--- src/rtl/wssd_pkg.sv ---
// Package for the WAV stream sample decoder: shared types and constants.
// No dependencies.
package wssd_pkg;
  localparam logic [31:0] TAG_FMT  = 32'h20746D66;
  localparam logic [31:0] TAG_DATA = 32'h61746164;
  localparam logic [15:0] FMT_PCM  = 16'h0001;
  localparam logic [15:0] FMT_FLT  = 16'h0003;
  localparam logic [15:0] FMT_EXT  = 16'hFFFE;

  localparam logic [2:0] ST_OK      = 3'd0;
  localparam logic [2:0] ST_NOTWAV  = 3'd1;
  localparam logic [2:0] ST_MISSING = 3'd2;
  localparam logic [2:0] ST_BADENC  = 3'd3;
  localparam logic [2:0] ST_BADFMT  = 3'd4;
  localparam logic [2:0] ST_NOFRAME = 3'd5;
  localparam logic [2:0] ST_EARLY   = 3'd6;

  // sample conversion kinds
  typedef enum logic [2:0] {
    CV_U8, CV_S16, CV_S24, CV_S32, CV_F32, CV_F64
  } conv_t;

  // job handed from front to back
  typedef struct packed {
    logic        is_status;
    conv_t       conv;
    logic [63:0] raw;
    logic [15:0] chan;
    logic [2:0]  status;
    logic [31:0] rate;
    logic [15:0] count;
  } job_t;
endpackage

--- src/rtl/wssd_front.sv ---
// Front end: parses the byte stream, gathers sample bytes, emits jobs.
// Depends on wssd_pkg.
module wssd_front (
  input  logic             clk,
  input  logic             rst,
  input  logic             in_valid,
  output logic             in_ready,
  input  logic [7:0]       file_byte,
  input  logic             last_byte,
  output logic             job_valid,
  output wssd_pkg::job_t   job,
  input  logic             job_ready,
  output logic             div_start,
  output logic [31:0]      div_num,
  output logic [31:0]      div_den,
  input  logic             div_done,
  input  logic [31:0]      div_quo
);
  typedef enum logic [3:0] {
    PH_RIFF, PH_CHDR, PH_FMT, PH_DATA, PH_SKIP, PH_PAD, PH_STOP, PH_DEAD,
    PH_DIV1, PH_DIV2, PH_MUL
  } phase_t;

  phase_t      phase;
  logic [31:0] pos, tag, clen, rate, left;
  logic [15:0] fcode, chans, bps, ccnt;
  logic        fmt_found, data_found, data_begun;
  logic [2:0]  err;
  logic [63:0] gather;
  logic [3:0]  sbyte;
  logic [7:0]  lo24;
  logic [31:0] quo1;

  // two queued jobs max per byte: sample plus status
  wssd_pkg::job_t q [2];
  logic [1:0]     qn;

  wssd_pkg::job_t samp_j, stat_j;
  logic           emit_samp, work;
  logic [31:0]    pos1;
  logic [3:0]     nbytes;
  logic [2:0]     st;
  logic [31:0]    gsh;

  assign nbytes   = bps[6:3];
  assign in_ready = (qn == 2'd0) &&
                    !(phase == PH_DIV1 || phase == PH_DIV2 || phase == PH_MUL);
  assign work     = in_valid && in_ready;
  assign pos1     = pos + 32'd1;
  assign job_valid = (qn != 2'd0);
  assign job       = q[0];
  assign gsh       = 32'(file_byte) << {sbyte[1:0], 3'b000};

  always_comb begin
    wssd_pkg::conv_t c;
    if (fcode == wssd_pkg::FMT_FLT) c = (bps == 16'd32) ? wssd_pkg::CV_F32 : wssd_pkg::CV_F64;
    else begin
      case (bps)
        16'd8:   c = wssd_pkg::CV_U8;
        16'd16:  c = wssd_pkg::CV_S16;
        16'd24:  c = wssd_pkg::CV_S24;
        default: c = wssd_pkg::CV_S32;
      endcase
    end
    samp_j = '0;
    samp_j.conv = c;
    samp_j.raw  = gather | (64'(file_byte) << {sbyte[2:0], 3'b000});
    samp_j.chan = ccnt;
  end

  assign emit_samp = work && phase == PH_DATA && left != 32'd0 &&
                     ({28'd0, sbyte} + 32'd1 >= {28'd0, nbytes});

  always_comb begin
    logic rphase;
    rphase = (phase == PH_RIFF) || (phase == PH_RIFF) ;
    if (phase == PH_RIFF || err == wssd_pkg::ST_NOTWAV) st = wssd_pkg::ST_NOTWAV;
    else if (err == wssd_pkg::ST_EARLY) st = wssd_pkg::ST_EARLY;
    else if (!fmt_found || !data_found) st = wssd_pkg::ST_MISSING;
    else st = err;
    stat_j = '0;
    stat_j.is_status = rphase;
    stat_j.is_status = 1'b1;
    stat_j.status = st;
    stat_j.rate   = (st == wssd_pkg::ST_OK) ? rate : 32'd0;
    stat_j.count  = (st == wssd_pkg::ST_OK) ? chans : 16'd0;
  end

  // RIFF header byte check: positions 0-3 must read RIFF and 8-11 WAVE; other positions pass
  function automatic logic riff_ok(input logic [31:0] p, input logic [7:0] b);
    logic [7:0] e;
    case (p[3:0])
      4'd0: e = 8'h52; 4'd1: e = 8'h49; 4'd2: e = 8'h46; 4'd3: e = 8'h46;
      4'd8: e = 8'h57; 4'd9: e = 8'h41; 4'd10: e = 8'h56; 4'd11: e = 8'h45;
      default: e = b;
    endcase
    return (p >= 32'd12) || (b == e);
  endfunction

  always_ff @(posedge clk) begin
    logic        ff, df, lb;
    logic        sampq;
    phase_t      ph;
    logic [31:0] p;
    logic [2:0]  er;
    if (rst) begin
      phase <= PH_RIFF; pos <= '0; tag <= '0; clen <= '0; rate <= '0; left <= '0;
      fcode <= '0; chans <= '0; bps <= '0; ccnt <= '0; fmt_found <= 1'b0;
      data_found <= 1'b0; data_begun <= 1'b0; err <= '0; gather <= '0; sbyte <= '0;
      qn <= '0; div_start <= 1'b0;
    end else begin
      div_start <= 1'b0;
      if (job_valid && job_ready) begin
        q[0] <= q[1];
        qn   <= qn - 2'd1;
      end
      case (phase)
        PH_DIV1: if (div_done) begin
          quo1 <= div_quo; div_num <= div_quo; div_den <= {16'd0, chans};
          div_start <= 1'b1; phase <= PH_DIV2;
        end
        PH_DIV2: if (div_done) begin
          quo1 <= div_quo; phase <= PH_MUL;
        end
        PH_MUL: begin
          if (quo1 == 32'd0) err <= wssd_pkg::ST_NOFRAME;
          else left <= quo1 * {16'd0, chans};
          phase <= (clen == 32'd0) ? PH_CHDR : PH_DATA;
        end
        default: ;
      endcase
      if (work) begin
        ph = phase; p = pos; ff = fmt_found; df = data_found; lb = last_byte;
        er = err;
        sampq = 1'b0;
        case (phase)
          PH_RIFF: begin
            if (!riff_ok(pos, file_byte)) begin
              ph = PH_DEAD; err <= wssd_pkg::ST_NOTWAV;
            end else if (pos1 >= 32'd12) begin
              p = 32'd0; ph = PH_CHDR;
            end else p = pos1;
          end
          PH_CHDR: begin
            logic [31:0] t, l;
            t = tag; l = clen;
            if (pos < 32'd4) t[pos[1:0]*8 +: 8] = file_byte;
            else l[pos[1:0]*8 +: 8] = file_byte;
            tag <= t; clen <= l;
            p = pos1;
            if (pos1 >= 32'd8) begin
              p = 32'd0; ph = (l == 32'd0) ? PH_CHDR : PH_SKIP;
              if (!data_begun) begin
                if (t == wssd_pkg::TAG_FMT) begin
                  if (l < 32'd16) ph = PH_STOP;
                  else if (l != 32'd0) ph = PH_FMT;
                end else if (t == wssd_pkg::TAG_DATA) begin
                  data_begun <= 1'b1;
                  if (!fmt_found) begin
                    err <= wssd_pkg::ST_EARLY; er = wssd_pkg::ST_EARLY;
                  end else begin
                    logic ok;
                    left <= '0; ccnt <= '0; sbyte <= '0; gather <= '0;
                    ph = (l == 32'd0) ? PH_CHDR : PH_DATA;
                    ok = (fcode == wssd_pkg::FMT_FLT) ? (bps == 16'd32 || bps == 16'd64)
                       : (bps == 16'd8 || bps == 16'd16 || bps == 16'd24 || bps == 16'd32);
                    if (fcode != wssd_pkg::FMT_PCM && fcode != wssd_pkg::FMT_FLT)
                      err <= wssd_pkg::ST_BADENC;
                    else if (!ok || chans == 16'd0 || rate == 32'd0)
                      err <= wssd_pkg::ST_BADFMT;
                    else begin
                      err <= wssd_pkg::ST_OK;
                      // frame count needs two divides; stall input meanwhile
                      div_num <= l; div_den <= {28'd0, nbytes};
                      div_start <= 1'b1; ph = PH_DIV1;
                    end
                  end
                end
              end
            end
          end
          PH_FMT: begin
            if (pos < 32'd2) fcode[pos[0]*8 +: 8] <= file_byte;
            else if (pos < 32'd4) chans[pos[0]*8 +: 8] <= file_byte;
            else if (pos < 32'd8) rate[pos[1:0]*8 +: 8] <= file_byte;
            else if (pos == 32'd14) bps[7:0] <= file_byte;
            else if (pos == 32'd15) bps[15:8] <= file_byte;
            else if (pos == 32'd24) lo24 <= file_byte;
            else if (pos == 32'd25 && fcode == wssd_pkg::FMT_EXT)
              fcode <= {file_byte, lo24};
            p = pos1;
            if (pos1 == clen) begin
              ff = 1'b1; p = 32'd0; ph = clen[0] ? PH_PAD : PH_CHDR;
            end
          end
          PH_DATA: begin
            if (left != 32'd0) begin
              if (emit_samp) begin
                sampq = 1'b1; gather <= '0; sbyte <= '0; left <= left - 32'd1;
                ccnt <= (ccnt + 16'd1 >= chans) ? 16'd0 : ccnt + 16'd1;
              end else begin
                gather <= samp_j.raw; sbyte <= sbyte + 4'd1;
              end
            end
            p = pos1;
            if (pos1 == clen) begin
              df = 1'b1; p = 32'd0; ph = clen[0] ? PH_PAD : PH_CHDR;
            end
          end
          PH_SKIP: begin
            p = pos1;
            if (pos1 == clen) begin p = 32'd0; ph = clen[0] ? PH_PAD : PH_CHDR; end
          end
          PH_PAD: begin ph = PH_CHDR; p = 32'd0; end
          default: ;
        endcase
        phase <= ph; pos <= p; fmt_found <= ff; data_found <= df;
        if (sampq) begin
          q[0] <= samp_j; qn <= 2'd1;
        end
        if (lb) begin
          wssd_pkg::job_t s;
          s = stat_j;
          if (ph == PH_RIFF || er == wssd_pkg::ST_NOTWAV ||
              (phase == PH_RIFF && ph == PH_DEAD)) s.status = wssd_pkg::ST_NOTWAV;
          else if (er == wssd_pkg::ST_EARLY) s.status = wssd_pkg::ST_EARLY;
          else if (!ff || !df) s.status = wssd_pkg::ST_MISSING;
          else s.status = er;
          s.rate  = (s.status == wssd_pkg::ST_OK) ? rate : 32'd0;
          s.count = (s.status == wssd_pkg::ST_OK) ? chans : 16'd0;
          if (sampq) begin q[1] <= s; qn <= 2'd2; end
          else begin q[0] <= s; qn <= 2'd1; end
          phase <= PH_RIFF; pos <= '0; tag <= '0; clen <= '0; rate <= '0; left <= '0;
          fcode <= '0; chans <= '0; bps <= '0; ccnt <= '0; fmt_found <= 1'b0;
          data_found <= 1'b0; data_begun <= 1'b0; err <= '0; gather <= '0; sbyte <= '0;
        end
      end
    end
  end
endmodule

--- src/rtl/wssd_div.sv ---
// Radix-2 restoring divider, one quotient bit per cycle.
// No dependencies.
module wssd_div (
  input  logic        clk,
  input  logic        rst,
  input  logic        start,
  input  logic [31:0] num,
  input  logic [31:0] den,
  output logic        done,
  output logic [31:0] quo
);
  logic [31:0] rem, d;
  logic [5:0]  cnt;
  logic        busy;
  logic [32:0] trial;

  assign trial = {rem, quo[31]} - {1'b0, d};

  always_ff @(posedge clk) begin
    if (rst) begin
      busy <= 1'b0; done <= 1'b0; cnt <= '0;
    end else begin
      done <= 1'b0;
      if (start) begin
        busy <= 1'b1; rem <= '0; quo <= num; d <= den; cnt <= 6'd32;
      end else if (busy) begin
        if (!trial[32]) begin
          rem <= trial[31:0]; quo <= {quo[30:0], 1'b1};
        end else begin
          rem <= {rem[30:0], quo[31]}; quo <= {quo[30:0], 1'b0};
        end
        cnt <= cnt - 6'd1;
        if (cnt == 6'd1) begin busy <= 1'b0; done <= 1'b1; end
      end
    end
  end
endmodule

--- src/rtl/wssd_back.sv ---
// Back end: turns queued jobs into IEEE single sample results and status results, two pipeline stages.
// Depends on wssd_pkg.
module wssd_back (
  input  logic             clk,
  input  logic             rst,
  input  logic             job_valid,
  input  wssd_pkg::job_t   job,
  output logic             job_ready,
  output logic             out_valid,
  input  logic             out_ready,
  output logic             result_kind,
  output logic [31:0]      sample_value,
  output logic [15:0]      channel_index,
  output logic [2:0]       status,
  output logic [31:0]      sample_rate,
  output logic [15:0]      channel_count,
  output logic             last
);
  // stage 1: leading one position, stage 2: round and pack
  logic            s1v;
  wssd_pkg::job_t  s1;
  logic [31:0]     mag;
  logic            sgn;
  logic [4:0]      lead;
  logic            zero;
  logic            adv1, adv2;
  logic [31:0]     val;

  assign adv2 = !out_valid || out_ready;
  assign adv1 = !s1v || adv2;
  assign job_ready = adv1;

  always_comb begin
    logic [31:0] r;
    case (job.conv)
      wssd_pkg::CV_U8:  r = {job.raw[7:0] ^ 8'h80, 24'd0};
      wssd_pkg::CV_S16: r = {job.raw[15:0], 16'd0};
      wssd_pkg::CV_S24: r = {job.raw[23:0], 8'd0};
      default:          r = job.raw[31:0];
    endcase
    sgn = r[31];
    mag = r[31] ? (32'd0 - r) : r;
  end

  always_comb begin
    lead = '0; zero = 1'b1;
    for (int i = 0; i < 32; i++) if (mag[i]) begin lead = 5'(i); zero = 1'b0; end
  end

  logic [31:0] s1mag;
  logic        s1sgn, s1zero;
  logic [4:0]  s1lead;

  function automatic logic [31:0] dbl(input logic [63:0] dd);
    logic [10:0] e;
    logic [52:0] m;
    logic [31:0] s;
    logic [53:0] k;
    logic [28:0] rm;
    logic [10:0] sh;
    logic [63:0] mm, kk, rr, hf;
    logic [9:0]  ex;
    s = {dd[63], 31'd0};
    e = dd[62:52];
    m = {1'b1, dd[51:0]};
    if (e == 11'h7FF)
      return (dd[51:0] != 52'd0) ? (s | 32'h7FC00000 | {10'd0, dd[50:29]}) : (s | 32'h7F800000);
    if (e == 11'd0) return s;
    if (e > 11'd1150) return s | 32'h7F800000;
    if (e >= 11'd897) begin
      rm = m[28:0];
      k = {25'd0, m[52:29]};
      if (rm > 29'h10000000 || (rm == 29'h10000000 && k[0])) k = k + 54'd1;
      ex = 10'(e - 11'd896);
      if (k[24]) begin k = k >> 1; ex = ex + 10'd1; end
      if (ex > 10'd254) return s | 32'h7F800000;
      return s | {1'b0, ex[7:0], k[22:0]};
    end
    sh = 11'd926 - e;
    if (sh > 11'd60) return s;
    mm = {11'd0, m};
    kk = mm >> sh;
    hf = 64'd1 << (sh - 11'd1);
    rr = mm & ((64'd1 << sh) - 64'd1);
    if (rr > hf || (rr == hf && kk[0])) kk = kk + 64'd1;
    return s | kk[31:0];
  endfunction

  always_comb begin
    logic [31:0] nm, keep, half, rr;
    logic [4:0]  sh;
    logic [7:0]  ex;
    nm = s1mag << (5'd31 - s1lead);
    ex = 8'd96 + {3'd0, s1lead};
    sh = 5'd8;
    keep = nm >> sh;
    rr   = nm & 32'hFF;
    half = 32'h80;
    if (s1lead > 5'd23 && (rr > half || (rr == half && keep[0]))) keep = keep + 32'd1;
    if (keep[24]) begin keep = keep >> 1; ex = ex + 8'd1; end
    case (s1.conv)
      wssd_pkg::CV_F32: val = s1.raw[31:0];
      wssd_pkg::CV_F64: val = dbl(s1.raw);
      default: val = s1zero ? 32'd0 : {s1sgn, ex, keep[22:0]};
    endcase
  end

  always_ff @(posedge clk) begin
    if (rst) begin
      s1v <= 1'b0; out_valid <= 1'b0;
    end else begin
      if (adv1) begin
        s1v <= job_valid;
        s1 <= job; s1mag <= mag; s1sgn <= sgn; s1lead <= lead; s1zero <= zero;
      end
      if (adv2) begin
        out_valid     <= s1v;
        result_kind   <= s1.is_status;
        sample_value  <= s1.is_status ? 32'd0 : val;
        channel_index <= s1.is_status ? 16'd0 : s1.chan;
        status        <= s1.is_status ? s1.status : 3'd0;
        sample_rate   <= s1.is_status ? s1.rate : 32'd0;
        channel_count <= s1.is_status ? s1.count : 16'd0;
        last          <= s1.is_status;
      end
    end
  end
endmodule

--- src/rtl/wav_stream_sample_decoder_core.sv ---
// Top level of the WAV stream sample decoder: front parser, divider, back converter.
// Depends on wssd_pkg, wssd_front, wssd_div, wssd_back.
//
//  channel | signals                              | direction
//  in      | in_valid in_ready file_byte last_byte | into block
//  out     | out_valid out_ready result_kind ...   | out of block
//
// One byte per cycle while the job queue is empty and no frame count is being
// computed. A byte that queues a result holds off the next byte until the back
// end takes the job. At a data chunk header the front stalls for two 32-step
// divides (frame count) and one multiply.
// Reset is synchronous; rst returns every phase to the RIFF header.
// The back end stalls on out_ready; the two-entry job queue stalls the front.
module wav_stream_sample_decoder_core (
  input  logic        clk,
  input  logic        rst,
  input  logic        in_valid,
  output logic        in_ready,
  input  logic [7:0]  file_byte,
  input  logic        last_byte,
  output logic        out_valid,
  input  logic        out_ready,
  output logic        result_kind,
  output logic [31:0] sample_value,
  output logic [15:0] channel_index,
  output logic [2:0]  status,
  output logic [31:0] sample_rate,
  output logic [15:0] channel_count,
  output logic        last
);
  wssd_pkg::job_t job;
  logic           job_valid, job_ready;
  logic           div_start, div_done;
  logic [31:0]    div_num, div_den, div_quo;

  // parse bytes and queue jobs
  wssd_front u_front (
    .clk, .rst, .in_valid, .in_ready, .file_byte, .last_byte,
    .job_valid, .job, .job_ready,
    .div_start, .div_num, .div_den, .div_done, .div_quo
  );

  // frame count divider
  wssd_div u_div (
    .clk, .rst, .start(div_start), .num(div_num), .den(div_den),
    .done(div_done), .quo(div_quo)
  );

  // convert and present results
  wssd_back u_back (
    .clk, .rst, .job_valid, .job, .job_ready,
    .out_valid, .out_ready, .result_kind, .sample_value, .channel_index,
    .status, .sample_rate, .channel_count, .last
  );
endmodule

--- config.mk ---
export PLATFORM = sky130hd
export DESIGN_NAME = wav_stream_sample_decoder_core
export DESIGN_NICKNAME = d
export VERILOG_FILES = /design/src/rtl/wssd_pkg.sv /design/src/rtl/wssd_front.sv /design/src/rtl/wssd_div.sv /design/src/rtl/wssd_back.sv /design/src/rtl/wav_stream_sample_decoder_core.sv
export SDC_FILE = /design/constraint.sdc
export NUM_CORES = 2
export LEC_CHECK = 0
export ABC_CLOCK_PERIOD_IN_PS = 16300
export BUFFER_PORTS_ARGS = -buffer_cell sky130_fd_sc_hd__buf_2
export CAP_MARGIN = 20
export CORE_MARGIN = 2
export CORE_UTILIZATION = 52
export DETAILED_ROUTE_END_ITERATION = 8
export PLACE_DENSITY = 0.77
export REMOVE_ABC_BUFFERS = 1
export SKIP_LAST_GASP = 1
export SYNTH_ARGS = -nofsm -noshare
export SYNTH_HDL_FRONTEND = slang
export SYNTH_SLANG_ARGS = --single-unit
--- constraint.sdc ---
create_clock -name clk -period 16.3 [get_ports clk]
set_clock_uncertainty 0.1 [all_clocks]
set_input_delay 2.445 -clock clk [delete_from_list [all_inputs] [get_ports clk]]
set_output_delay 2.445 -clock clk [all_outputs]
set_load 0.01 [all_outputs]
==> insert_results.sql <==
INSERT INTO impl_metrics (metric_group, metric, value, unit) VALUES
('worst_setup_path', 'critical_path.slowest_cell', 'sky130_fd_sc_hd__nor3_1', ''),
('worst_setup_path', 'critical_path.startpoint', 'u_back.s1[119]', ''),
('clock_tree', 'master_cell_of_the_clock_root_buffer', 'sky130_fd_sc_hd__clkbuf_16', ''),
('synth', 'yosysUniqueCellTypes', '104', ''),
('worst_setup_path', 'critical_path_required', '16.68', 'ns'),
('detailed_routing', 'drc_viols', '0', ''),
('synth', 'synthArstFlopShare', '0', '%'),
('cells_and_area', 'post_route_cells_drive_above_1_share', '9.11', '%'),
('grt', 'number_of_global_route_vias_before_repair', '56557', ''),
('clock_tree', 'clock_tree.htree_level_count', '3', ''),
('grt', 'grt_max_degree', '112', ''),
('min_path', 'hold_path_class', 'reg2reg', ''),
('synth', 'postSynth.topFlopCell', 'sky130_fd_sc_hd__edfxtp_1', ''),
('floorplan', 'num_rows', '132', ''),
('clock_tree', 'cts_inserted_buffers', '102', ''),
('worst_setup_path', 'critical_path.startpoint_type', 'flop', ''),
('clock_tree', 'cts_hold_buffers', '0', ''),
('sta', 'tightestPinTransition', '1.10', 'ns'),
('sta', 'max_slew_violation_count', '0', ''),
('clock_tree', 'postCtsResizedCells', '0', ''),
('worst_setup_path', 'r2r_start', 'u_back.s1[119]', ''),
('power_and_ir_drop', 'powerDensity', '87.6', 'nW/um^2'),
('worst_setup_path', 'path_max_fanout', '42', ''),
('place', 'placed_area', '70200', 'um^2'),
('sta', 'slew_headroom', '26.4', '%'),
('cells_and_area', 'fin_util', '56.9', '%'),
('cells_and_area', 'most_frequent_cells_in_the_layout', 'sky130_fd_sc_hd__nand2_1 (742), sky130_fd_sc_hd__nor2_1 (737), sky130_fd_sc_hd__edfxtp_1 (576)', ''),
('clock_tree', 'clock_tree.buffer_depth', '3', ''),
('worst_setup_path', 'cp_slowest_stage_delay', '0.51', 'ns'),
('sta', 'clock.fmax', '105', 'MHz'),
('clock_tree', 'clk_latency', '0.74', 'ns'),
('detailed_routing', 'detail_route.vias_per_cell', '6.45', ''),
('cells_and_area', 'area.growth.synth_to_final', '8.25', '%'),
('detailed_routing', 'routed_wirelength', '221000', 'um'),
('synth', 'syn_area', '68200', 'um^2'),
('synth', 'syn-instance-count', '7389', ''),
('synth', 'synth_enable_flop_cells', '576', ''),
('synth', 'seq_area_frac_synth', '37.1', '%'),
('power_and_ir_drop', 'finalPower', '6.47', 'mW'),
('floorplan', 'die_w', '366', 'um'),
('clock_tree', 'tritoncts', 'done', ''),
('worst_setup_path', 'cpMostUsedCell', 'sky130_fd_sc_hd__a21o_1', ''),
('place', 'post-place-cells', '8862', ''),
('sta', 'rsz0062_at_grt', 'false', ''),
('place', 'globalplace.congestion', '1.05', ''),
('detailed_routing', 'drt_pre_antenna_iters', '9', ''),
('floorplan', 'initial_core_utilization', '52.6', '%'),
('sta', 'setup_total_negative_slack', '0', 'ns'),
('detailed_routing', 'vias', '58497', ''),
('run', 'cap_viol_max_count', '0', ''),
('cells_and_area', 'finished_cell_area', '73900', 'um^2'),
('grt', 'grt.overflow.total', '0', ''),
('cells_and_area', 'post_layout_nonfiller_instances', '9066', ''),
('detailed_routing', 'final_antenna_violating_net_count', '0', ''),
('synth', 'post_synthesis_area_per_instance', '9.23', 'um^2'),
('worst_setup_path', 'worst-setup-path-type', 'reg2reg', ''),
('worst_setup_path', 'end_of_the_worst_register_to_register_path', 'u_back.sample_value[24]', ''),
('cells_and_area', 'layout_commonest_cell', 'sky130_fd_sc_hd__nand2_1', ''),
('floorplan', 'floorplan.io_pins', '116', ''),
('power_and_ir_drop', 'ir_worst_vdd', '0.153', 'mV'),
('worst_setup_path', 'setup.worst_path.end_class', 'flop', ''),
('synth', 'synth_seq_cells', '975', ''),
('status', 'status', 'finished clean', ''),
('floorplan', 'core_box_area', '130000', 'um^2'),
('clock_tree', 'clk_pin_slew_worst_paths', '0.07', 'ns'),
('worst_setup_path', 'ff2ff_path_depth', '33', ''),
('sta', 'post_route_clock_period_utilization', '58.4', '%'),
('min_path', 'worst_hold_endpoint', 'u_back.s1[109]', ''),
('grt', 'grt_first_pass_wirelength', '338000', 'um'),
('floorplan', 'die_area', '134000', 'um^2'),
('clock_tree', 'cts.sink_count', '975', '');
[layer usage]
layer	global-route usage, %	up-vias	share of wire (%)
met5	0	-	0.013
met2	48.8	3449	44
met4	13.0	4	4.4
met3	7.38	639	12
met1	44.1	28506	40
li1	-	25899	-
[worst max-delay path by stage]
stage,slack [ns],to,depth (start not counted)
finish,6.79,u_back.sample_value[24],33
global route,6.25,u_back.sample_value[1],33
CTS,6.46,u_back.sample_value[24],32
detailed placement,6.48,u_back.sample_value[24],32
global placement,6.52,u_back.sample_value[24],31
floorplan,4.52,u_back.s1[0],2
[Yosys cell counts (all sizes together) (28+ instances only)]
library cell	n	share of area (%)
and3	116	1.1
nand4	71	0.66
mux4	82	2.7
buf	108	0.75
or3	54	0.50
nand2b	72	0.66
fa	305	8.9
inv	454	2.5
mux2i	202	3.0
nand3	165	1.2
a21o	58	0.64
a21oi	527	3.9
o211ai	32	0.35
nor2b	109	1.0
clkbuf	408	2.2
o22ai	29	0.27
a211oi	77	0.85
xor2	113	1.5
nor2	749	4.1
a22o	69	0.89
mux2	73	1.2
a31oi	72	0.66
and2	239	2.2
nor4	105	1.0
nor3	125	1.0
o21ai	292	2.1
nand2	744	4.1
o31ai	28	0.32
edfxtp	576	25
xnor2	175	2.3
dfxtp	399	12
ha	199	3.6
a22oi	165	1.8
o21a	39	0.43
[report_power, final]
part,total (mW),switching (mW),internal [mW]
sequential,2.86,0.0877,2.77
clock,2.45,1.05,1.41
combinational,1.15,0.802,0.352
total,6.47,1.94,4.53
[metrics by stage]
step | hold slack [ns] | setup WS (ns)
after detailed placement | 0.305 | 6.48
after CTS | 0.289 | 6.46
after global routing | 0.302 | 6.25
after global placement | 0.301 | 6.52
final | 0.291 | 6.79
after floorplan | 0.300 | 4.52
[final cells by class]
class                           count  area [um^2]  share of cell area, %
Timing Repair Buffer              254         1720                   2.32
Tap cell                         1742         2180                   2.95
Inverter                          456         1710                   2.32
Sequential cell                   975        25300                   34.2
Multi-Input combinational cell   5442        39400                   53.4
Clock buffer                      137         2820                   3.81
Clock inverter                     57          732                  0.991
Antenna cell                        3         7.51                 0.0102
[state kept, by name, summed over array words and instances, names as in the netlist, 32 cells and up]
| signal | count |
|---|---|
| u_front.left | 32 |
| u_front.quo1 | 32 |
| u_back.sample_rate | 32 |
| u_front.tag | 32 |
| u_div.rem | 32 |
| u_front.div_den | 32 |
| u_front.q | 186 |
| u_front.rate | 32 |
| u_back.sample_value | 32 |
| u_div.quo | 32 |
| u_back.s1 | 135 |
| u_front.div_num | 32 |
| u_front.clen | 32 |
| u_front.gather | 64 |
| u_back.s1mag | 32 |
| u_div.d | 32 |
| u_front.pos | 32 |
[worst max-delay path, delay by kind of cell (launching register included)]
family                     cells  cell delay (ns)
AOI/OAI and AO/OA             13             3.34
and+or+nand+nor               11             2.91
buffers and inverters          4             1.21
adders and majority gates      3             0.98
DFF                            1             0.34
muxes                          1             0.22
xor gates and xnor gates       1             0.11
[logic make-up (layout without fill, tap and decap cells)]
| kind of cell | after synthesis | in the layout | share of synthesized area [%] |
|---|---|---|---|
| AO/OA/AOI/OAI | 1619 | 1619 | 15.3 |
| XOR/XNOR | 289 | 289 | 3.75 |
| adder cells (fa/ha/maj) | 504 | 504 | 12.6 |
| buffers and inverters | 972 | 904 | 5.50 |
| flip-flops | 975 | 975 | 37.1 |
| multiplexers | 357 | 357 | 6.88 |
| other | 0 | 3 | 0 |
| AND/OR/NAND/NOR | 2673 | 2673 | 19.0 |
Power figures use the tool's default switching activity.
